$ cat src/rtl/pcnu_pkg.sv
`timescale 1ns / 1ps
package pcnu_pkg;

  localparam int PROB_W = 16;
  localparam int SUM_W  = 17;
  localparam int ACC_W  = 55;
  localparam int DIV_STEPS = 16;
  localparam logic [PROB_W-1:0] QUARTER = 16'd16384;

  typedef enum logic [0:0] {
    KIND_X = 1'b0,
    KIND_Z = 1'b1
  } check_kind_t;

  typedef struct packed {
    logic [1:0]       count;
    logic             kind;
    logic             syndrome;
  } close_cmd_t;

  typedef enum logic [2:0] {
    BK_IDLE,
    BK_MUL_E,
    BK_MUL_O,
    BK_DIV_C,
    BK_DIV_A,
    BK_OUT
  } back_state_t;

  typedef struct packed {
    logic [1:0]       qubit_index;
    logic [PROB_W-1:0] out_i;
    logic [PROB_W-1:0] out_z;
    logic [PROB_W-1:0] out_x;
    logic [PROB_W-1:0] out_y;
    logic             degenerate;
    logic             last_out;
  } result_t;

endpackage

$ cat src/rtl/pcnu_front.sv
`timescale 1ns / 1ps
module pcnu_front #(
  parameter int MAX_WEIGHT = 4
) (
  input  logic                      clk,
  input  logic                      rst_n,
  input  logic                      in_valid,
  output logic                      in_ready,
  input  logic [pcnu_pkg::PROB_W-1:0] prob_i,
  input  logic [pcnu_pkg::PROB_W-1:0] prob_z,
  input  logic [pcnu_pkg::PROB_W-1:0] prob_x,
  input  logic [pcnu_pkg::PROB_W-1:0] prob_y,
  input  logic                      kind,
  input  logic                      syndrome,
  input  logic                      last,
  input  logic                      back_busy,
  output logic                      cmd_valid,
  output pcnu_pkg::close_cmd_t      cmd,
  output logic [pcnu_pkg::SUM_W-1:0] csum [MAX_WEIGHT],
  output logic [pcnu_pkg::SUM_W-1:0] asum [MAX_WEIGHT]
);
  import pcnu_pkg::*;

  localparam int IDX_W = $clog2(MAX_WEIGHT);
  localparam int CNT_W = $clog2(MAX_WEIGHT + 1);

  logic [CNT_W-1:0] count_r, count_nxt;
  logic [SUM_W-1:0] csum_r [MAX_WEIGHT];
  logic [SUM_W-1:0] asum_r [MAX_WEIGHT];
  logic             cmd_valid_r, cmd_valid_nxt;
  close_cmd_t       cmd_r, cmd_nxt;
  logic             accept, store;
  logic [SUM_W-1:0] c_new, a_new;

  assign in_ready = !back_busy && !cmd_valid_r;
  assign accept   = in_valid && in_ready;
  assign store    = accept && (count_r < CNT_W'(MAX_WEIGHT));

  always_comb begin
    if (kind == KIND_X) begin
      c_new = {1'b0, prob_i} + {1'b0, prob_x};
      a_new = {1'b0, prob_z} + {1'b0, prob_y};
    end else begin
      c_new = {1'b0, prob_i} + {1'b0, prob_z};
      a_new = {1'b0, prob_x} + {1'b0, prob_y};
    end
  end

  always_comb begin
    count_nxt     = count_r;
    cmd_valid_nxt = cmd_valid_r;
    cmd_nxt       = cmd_r;
    if (cmd_valid_r) cmd_valid_nxt = 1'b0;
    if (accept) begin
      if (store) count_nxt = count_r + CNT_W'(1);
      if (last) begin
        cmd_valid_nxt    = 1'b1;
        cmd_nxt.count    = 2'((store ? count_r + CNT_W'(1) : count_r) - CNT_W'(1));
        cmd_nxt.kind     = kind;
        cmd_nxt.syndrome = syndrome;
        count_nxt        = '0;
      end
    end
  end

  always_ff @(posedge clk) begin
    if (!rst_n) begin
      count_r     <= '0;
      cmd_valid_r <= 1'b0;
    end else begin
      count_r     <= count_nxt;
      cmd_valid_r <= cmd_valid_nxt;
    end
    cmd_r <= cmd_nxt;
    if (store) begin
      csum_r[count_r[IDX_W-1:0]] <= c_new;
      asum_r[count_r[IDX_W-1:0]] <= a_new;
    end
  end

  assign cmd_valid = cmd_valid_r;
  assign cmd       = cmd_r;
  assign csum      = csum_r;
  assign asum      = asum_r;
endmodule

$ cat config.mk
export PLATFORM = sky130hd
export DESIGN_NAME = pcnu_front
export DESIGN_NICKNAME = d
export VERILOG_FILES = /design/src/rtl/pcnu_pkg.sv /design/src/rtl/pcnu_front.sv
export SDC_FILE = /design/constraint.sdc
export NUM_CORES = 1
export LEC_CHECK = 0
export ABC_AREA = 1
export BUFFER_PORTS_ARGS = -buffer_cell sky130_fd_sc_hd__buf_4
export CAP_MARGIN = 20
export CORE_UTILIZATION = 51
export CTS_CLUSTER_DIAMETER = 40
export DETAILED_ROUTE_END_ITERATION = 16
export PLACE_DENSITY = 0.8
export SLEW_MARGIN = 10
export SYNTH_ARGS = -nofsm -noshare
export SYNTH_HDL_FRONTEND = slang
export SYNTH_SLANG_ARGS = --single-unit
$ cat constraint.sdc
create_clock -name clk -period 3.09 [get_ports clk]
set_clock_uncertainty 0.2 [all_clocks]
set_input_delay 0.4635 -clock clk [delete_from_list [all_inputs] [get_ports clk]]
set_output_delay 0.4635 -clock clk [all_outputs]
set_load 0.005 [all_outputs]
==> results.toml, run 1 <==
[timing]
max_freq_mhz = 413
setup_viol = 0
drv_slew = 0
period_needed_ns = 2.42
slew_headroom_pct = 60.3
timing.final.ws_setup_ns = 0.668
finalHoldViolations = 0
worst_slew_pin_slew_ns = 0.591
post-route-period-util_pct = 78.4
finalSetupTns_ns = 0
grt_setup_unrepaired = "no"
holdWs_ns = 0.0198

[die]
die-area_um2 = 13700
die_w_um = 117
die_h_um = 117
start_util_pct = 53.0
pin_count = 213
core_um2 = 12800
num_rows = 41

[critical_path]
end_kind = "flip-flop"
crit_type = "input port to flip-flop"
crit_required_ns = 3.08
crit_fanout = 49
start_kind = "input port"
cp.arrival_ns = 2.41

[grt]
grt_pass1_vias = 4919
antenna_found_initial = 0
grt_max_degree = 50
grt_pass1_wl_um = 25900
grt_overflow = 0
globalRouteTotalUtil_pct = 26.7

[route]
met2WireLength_um = 8340
dr_total_vias = 5132
m1WireLength_um = 7350
drc = 0
wl_per_cell_um = 16.8
finalWirelength_um = 17700
vias_per_cell = 4.88
top_layer = "met4"
drt_iter0_drc = 392
ant_nets = 0
wl_met3_um = 1520
first_pass_iters = 5

[yosys]
syn_nets = 746
ys_types = 30
synthTopCellsByCount = "193 x nand2_1, 140 x edfxtp_1, 98 x inv_1"
syn_area_per_cell_um2 = 10.6
synth-simple-area-share_pct = 17.6
synthCells = 637
ys_seq_area_share_pct = 63.3
synth_area_leaders = "edfxtp_1 62%, nand2_1 11%, ha_1 6.7%"
yosysWarnings = 0
synth.most_common_cell = "nand2_1"
synthAdderAreaFrac_pct = 7.25
synth.cell_area_um2 = 6760
synth_xor_area_share_pct = 1.94
synth_compound_area_share_pct = 3.77
synth_top_family_by_area = "simple AND/OR/NAND/NOR gates"
synth-edff-count = 140
yosysTopAreaCell = "edfxtp_1"
ys_async_sr_fraction_pct = 0
synth_top_area_share_pct = 62.2
synth_ff_type = "edfxtp_1"
synthMuxAreaShare_pct = 0
yosys_register_bits = 144

[clock_network]
post-cts-setup-buffers = 0
cts_buffers = 17
cts-root-buf = "clkbuf_16"
clk_path_buf_depth = 2
htreeDepth = 4
cts_hold_buffers = 0
cts_resized = 0
clk_pin_slew_ns = 0.06
clock_sinks = 144
clock_latency_ns = 0.42
cts_tree = "built"

[placed_design]
gp_congestion = 0.914
dp_slack_ns = 0.296
io_buffers = 212
dp_hpwl_um = 13700
post_dp_cell_area_um2 = 8660

[final_layout]
final_layout_size_suffix_gt1_share_pct = 30.1
nNetsFinal = 976
fin_area_um2 = 9240
synthToLayoutAreaGrowth_pct = 36.6
diodes = 0
fillers = 924

[power_and_ir_drop]
p_total_mw = 5.16
power_density_nw_per_um2 = 558
p_leak_nw = 4.27
peakVddDrop_mv = 0.313

[flow_run]
cap_violations = 0

[hold_path]
min_path_type = "input port to flip-flop"

[run_status]
status = "finished clean"
## logic make-up (layout without fill, tap and decap cells)
family,after synthesis,count (layout)
adders and majority gates,38,38
DFF,144,144
xor gates and xnor gates,15,15
and+or+nand+nor,282,282
buffers and inverters,108,351
AOI/OAI and AO/OA,50,50
## stage by stage
step | utilization (%) | std cells
6_report | 72.3 | 1052
5_1_grt | 72.3 | 1052
4_1_cts | 72.3 | 1052
3_5_place_dp | 67.8 | 1020
3_3_place_gp | 67.8 | 1020
2_1_floorplan | - | 637
## cell type report
class                   instances  area [um2]  share of cell area, %
repair buffers                218        1690                   18.3
clock buffers                  18         429                   4.64
well taps                     172         215                   2.33
multi-input cells             385        2090                   22.7
inverters                     101         384                   4.16
flip-flops and latches        144        4280                   46.4
clock inverters                14         146                   1.58
## cells in the final DEF, fill, tap and decap left out
master,n
a211oi_1,1
a21oi_1,31
and2_4,2
buf_12,4
buf_4,214
bufinv_16,3
clkbuf_1,1
clkbuf_16,17
clkinv_1,6
clkinv_2,2
clkinv_4,1
clkinvlp_4,2
dfxtp_1,4
edfxtp_1,140
fa_1,2
ha_1,36
inv_1,98
inv_2,2
inv_6,1
nand2_1,193
nand2_2,3
nand2_4,1
nand3_1,17
nand3_2,2
nand3b_1,5
nand4_1,2
nor2_1,39
nor2_2,3
nor2_4,4
nor3_1,3
nor3_2,4
o21ai_0,16
o21ai_1,1
o21bai_1,1
or2_1,4
xnor2_1,3
xor2_1,12
## sequential cells by signal, indices dropped and copies added (netlist names)
name	count
csum	68
count_r	3
cmd_valid	1
asum	68
cmd	4
## worst max-delay path, cell delays in order
cell and delay (ns):
buf_4 0.34, o21ai_0 0.18, ha_1 0.24, fa_1 0.40, nand2_1 0.09, nand2_1 0.07, and2_4 0.15, nand2_1 0.05
nand2_1 0.08, xor2_1 0.33
## path summary, 6_finish.rpt
| check | depth (start not counted) | startpoint | to | slack [ns] |
|---|---|---|---|---|
| setup / recovery | 10 | kind | asum[42] | 0.67 |
| hold / removal | 1 | syndrome | cmd[0] | 0.02 |
| setup reg to reg | 6 | cmd_valid | csum[20] | 1.08 |
| hold reg to reg | 3 | count_r[0] | count_r[0] | 0.44 |
## routing by layer
layer	vias up	GRT usage, %
met2	219	43.6
li1	2553	-
met5	-	0
met3	29	8.65
met4	0	11.9
met1	2331	32.4
## where the power goes
group / leakage [nW] / switching [mW] / internal (mW)
logic: 2.69 / 0.515 / 0.319
registers: 1.31 / 0.0193 / 2.32
clock network: 0.275 / 0.741 / 1.25
Note: power is estimated with default switching activity, not from simulation.
==> run 2, diff against run 1 <==
- clock period: 3.09 -> 2.25 ns (I/O delays scaled with it)
==> results.toml, run 2 (synthesis gave the netlist of run 1 again) <==
[critical_path]
max_stage_delay_ns = 0.34
end_kind = "flip-flop"
cp_num_cells = 12
path_common_cell = "nand2_1"
crit_type = "input port to flip-flop"
r2r_setup_slack_ns = 0.53
crit_required_ns = 2.20
worstPathCellList = "buf_6, buf_4, o21ai_0, ha_1, nand2_1, nand2_1, a21oi_1, nand2_1, nand2_1, nand2_1, nand2_1, nand2_1"
rr_worst_depth = 6
start_kind = "input port"
cp.arrival_ns = 2.05
cp_num_buf_inv = 2
crit_fanout = 29
cp_slowest_cell = "ha_1"
cp_top_family = "simple AND/OR/NAND/NOR gates"

[placed_design]
dp_slack_ns = -0.367
dp_cells = 1074
io_buffers = 212
dp_hpwl_um = 14100
gp_congestion = 0.915

[hold_path]
min_path_cells = 1
min_path_type = "input port to flip-flop"

[final_layout]
nNetsFinal = 1033
seq_area_um2 = 4280
layout_commonest_cell = "buf_4"
multi_input_area_um2 = 2100
final_layout_size_suffix_gt1_share_pct = 34.8
stdcell_count = 1109
synthToLayoutAreaGrowth_pct = 42.5
final_util_pct = 75.5
diodes = 0
fillers = 873
final_cell_mix = "270 x buf_4, 193 x nand2_1, 140 x edfxtp_1"

[timing]
grt_setup_unrepaired = "no"
setup_viol = 0
max_freq_mhz = 477
post-route-period-util_pct = 93.2
period_needed_ns = 2.10
timing.final.ws_setup_ns = 0.152
slew_headroom_pct = 64.5
drv_slew = 0
worst_slew_pin_slew_ns = 0.528
finalHoldViolations = 0

[grt]
globalRouteTotalUtil_pct = 27.0
grt_pass1_vias = 5200
antenna_found_initial = 0
grt_overflow = 0
grt_pass1_wl_um = 26400
grt_max_degree = 30

[clock_network]
cts_buffers = 17
clk_pin_slew_ns = 0.06
cts_tree = "built"
htreeDepth = 4
cts-root-buf = "clkbuf_16"
clock_sinks = 144
clock_latency_ns = 0.42
clk_path_buf_depth = 2

[die]
die-area_um2 = 13700
num_rows = 41
pin_count = 213
core_um2 = 12800
die_h_um = 117
start_util_pct = 53.0
die_w_um = 117

[power_and_ir_drop]
p_total_mw = 7.21
power_density_nw_per_um2 = 748
peakVddDrop_mv = 0.495
p_leak_nw = 4.53

[run_status]
status = "finished clean"

[route]
drc = 0
vias_per_cell = 4.86
drt_iter0_drc = 324
finalWirelength_um = 18000
wl_per_cell_um = 16.2
first_pass_iters = 5
dr_total_vias = 5391
ant_nets = 0

[flow_run]
cap_violations = 0
[run 2: cell types whose count changed in the layout (fill, tap and decap cells not counted), sizes merged]
cell,previous run,this run
buf,218,272
bufinv,3,2
clkinvlp,2,3
dlygate4sd3,0,3
[run 2: stage by stage]
stage | instance area [um2] | hold WS [ns] | TNS [ns]
2_1_floorplan | 6790 | 0.236 | -54.00
3_5_place_dp | 9040 | 0.320 | -24.02
5_1_grt | 9640 | 0.0600 | 0
6_report | 9640 | 0.0632 | 0
3_3_place_gp | 9040 | 0.318 | -20.10
4_1_cts | 9640 | 0.115 | 0
[run 2: report_power, final]
part           switching [mW]  internal (mW)
clock                    1.07           1.62
combinational           0.746          0.564
sequential             0.0240           3.18
total                    1.84           5.37
[run 2: cell type report]
type / instances / share of cell area, %
well taps: 172 / 2.23
repair buffers: 275 / 21.7
clock buffers: 18 / 4.45
flip-flops and latches: 144 / 44.4
clock inverters: 14 / 1.47
inverters: 101 / 3.98
multi-input cells: 385 / 21.8
[run 2: path summary, 6_finish.rpt]
path	end	from
worst min-delay path	cmd[1]	kind
worst max-delay path	asum[32]	kind
worst min register to register	count_r[2]	count_r[2]
worst max register to register	csum[3]	cmd_valid
[run 2: what timing repair did]
action / 4_1_cts / 5_1_grt
setup buffers: 0 / 0
hold buffers: 3 / 0
endpoints found under the setup margin: 0 / 40
gates resized for setup: 0 / 3
endpoints found under the hold margin: 2 / 0
[run 2: routing by layer]
metal	up-vias	GRT usage (%)	wire [um]
li1	2674	-	-
met1	2471	32.8	7550
met2	228	46.5	8770
met3	18	6.69	1370
met4	0	9.87	312
met5	-	0	0
==> run 3, diff against run 2 <==
- GPL_ROUTABILITY_DRIVEN: unset -> 0
- RECOVER_POWER: unset -> 50
==> results.toml, run 3 (synthesis gave the netlist of run 1 again) <==
[run_status]
status = "finished clean"

[critical_path]
path_common_cell = "nand2_1"
crit_required_ns = 2.20
start_kind = "input port"
rr_worst_depth = 6
crit_type = "input port to flip-flop"
reg2reg_to = "csum[59]"
r2r_setup_slack_ns = 0.09
worstPathCellList = "buf_8, buf_4, o21ai_0, ha_1, nand2_1, inv_1, nand2_1, nand2_1, a21oi_1, nand2_1, nand2_1, nand2_1"
cp.arrival_ns = 2.14
endpoint = "asum[15]"
end_kind = "flip-flop"
crit_start = "kind"
max_stage_delay_ns = 0.34
crit_fanout = 35
cp_slowest_cell = "ha_1"
reg2reg_from = "cmd_valid"

[timing]
period_needed_ns = 2.19
finalHoldViolations = 0
drv_slew = 0
slew_headroom_pct = 60.5
setup_viol = 0
worst_slew_pin_slew_ns = 0.591
post-route-period-util_pct = 97.2
max_freq_mhz = 457
timing.final.ws_setup_ns = 0.0634

[placed_design]
dp_slack_ns = -0.397
dp_hpwl_um = 14100
io_buffers = 212

[final_layout]
final_layout_size_suffix_gt1_share_pct = 30.0
nNetsFinal = 1027
synthToLayoutAreaGrowth_pct = 39.5
diodes = 0
final_cell_mix = "194 x nand2_1, 140 x edfxtp_1, 118 x buf_4"
layout_commonest_cell = "nand2_1"

[clock_network]
clk_pin_slew_ns = 0.06
htreeDepth = 4
clk_path_buf_depth = 2
cts-root-buf = "clkbuf_16"
post-cts-setup-buffers = 0
clock_latency_ns = 0.43
cts_tree = "built"
cts_buffers = 17
clock_sinks = 144

[power_and_ir_drop]
p_clk_share_pct = 38.7
p_total_mw = 7.30
p_comb_share_pct = 17.5
power.internal_mw = 5.45
power.switching_mw = 1.85
peakVddDrop_mv = 0.483
power_density_nw_per_um2 = 774
seqPwrFrac_pct = 43.9
swShare_pct = 25.4
p_leak_nw = 4.35

[grt]
grt_overflow = 0
antenna_found_initial = 0
grt_pass1_wl_um = 27000
globalRouteTotalUtil_pct = 27.5
grt_max_degree = 36
grt_pass1_vias = 5336

[route]
drt_iter0_drc = 347
finalWirelength_um = 18200
dr_total_vias = 5495
first_pass_iters = 5
vias_per_cell = 4.99
ant_nets = 0
wl_per_cell_um = 16.5
drc = 0

[die]
pin_count = 213
start_util_pct = 53.0
die_h_um = 117
die_w_um = 117
core_um2 = 12800
die-area_um2 = 13700
num_rows = 41

[hold_path]
min_path_type = "input port to flip-flop"

[flow_run]
cap_violations = 0
-- run 3: power groups by stage --
stage / Sequential [mW] / Clock (mW) / Combinational, mW
global route: 3.21 / 2.94 / 1.41
CTS: 3.21 / 2.84 / 1.29
floorplan: 3.27 / 0 / 0.665
finish: 3.21 / 2.82 / 1.27
global placement: 3.26 / 0 / 1.21
detailed placement: 3.26 / 0 / 1.26
-- run 3: worst min-delay path by stage --
stage                  start     end  slack [ns]  depth (start not counted)
floorplan           syndrome  cmd[0]        0.24                          0
global placement    syndrome  cmd[0]        0.32                          1
detailed placement  syndrome  cmd[0]        0.32                          1
CTS                     kind  cmd[1]        0.11                          1
global route            kind  cmd[1]        0.04                          1
finish                  kind  cmd[1]        0.04                          1
-- run 3: worst max-delay path, delay by kind of cell --
family / cells / cell delay [ns]
and+or+nand+nor: 6 / 0.54
adders and majority gates: 1 / 0.34
AOI/OAI and AO/OA: 2 / 0.52
buffers and inverters: 3 / 0.38
-- run 3: per-layer routing --
metal  track usage [%]  wire, um  up-vias
met1              32.0      7140     2567
li1                  -         -     2659
met4              13.7       508        0
met2              46.9      8940      233
met3              7.62      1610       36
met5                 0         0        -
-- run 3: what timing repair did --
action                                  CTS  global route
hold buffers                              3             0
endpoints found under the setup margin    4            48
hold endpoints to repair                  2             0
gates cloned                              0             0
gates resized for setup                   1             4
-- run 3: final cells by class --
cell class                 instances  area, um2
sequential                       144       4280
fill                             910       3330
multi-input combinational        385       2080
timing repair buffer             269       1890
clock buffer                      18        429
inverter                         101        380
tap                              172        215
clock inverter                    13        164
-- run 3: metrics by stage --
| stage | TNS (ns) | utilization [%] | area, um2 | hold slack, ns | cells |
|---|---|---|---|---|---|
| final | 0 | 73.9 | 9440 | 0.0360 | 1102 |
| after global routing | -0.134 | 73.9 | 9440 | 0.0450 | 1102 |
| after CTS | 0 | 75.2 | 9600 | 0.110 | 1102 |
| after detailed placement | -27.72 | 70.3 | 8980 | 0.317 | 1068 |
| after global placement | -19.82 | 70.3 | 8980 | 0.316 | 1068 |
| after floorplan | -54.00 | - | 6790 | 0.236 | 637 |
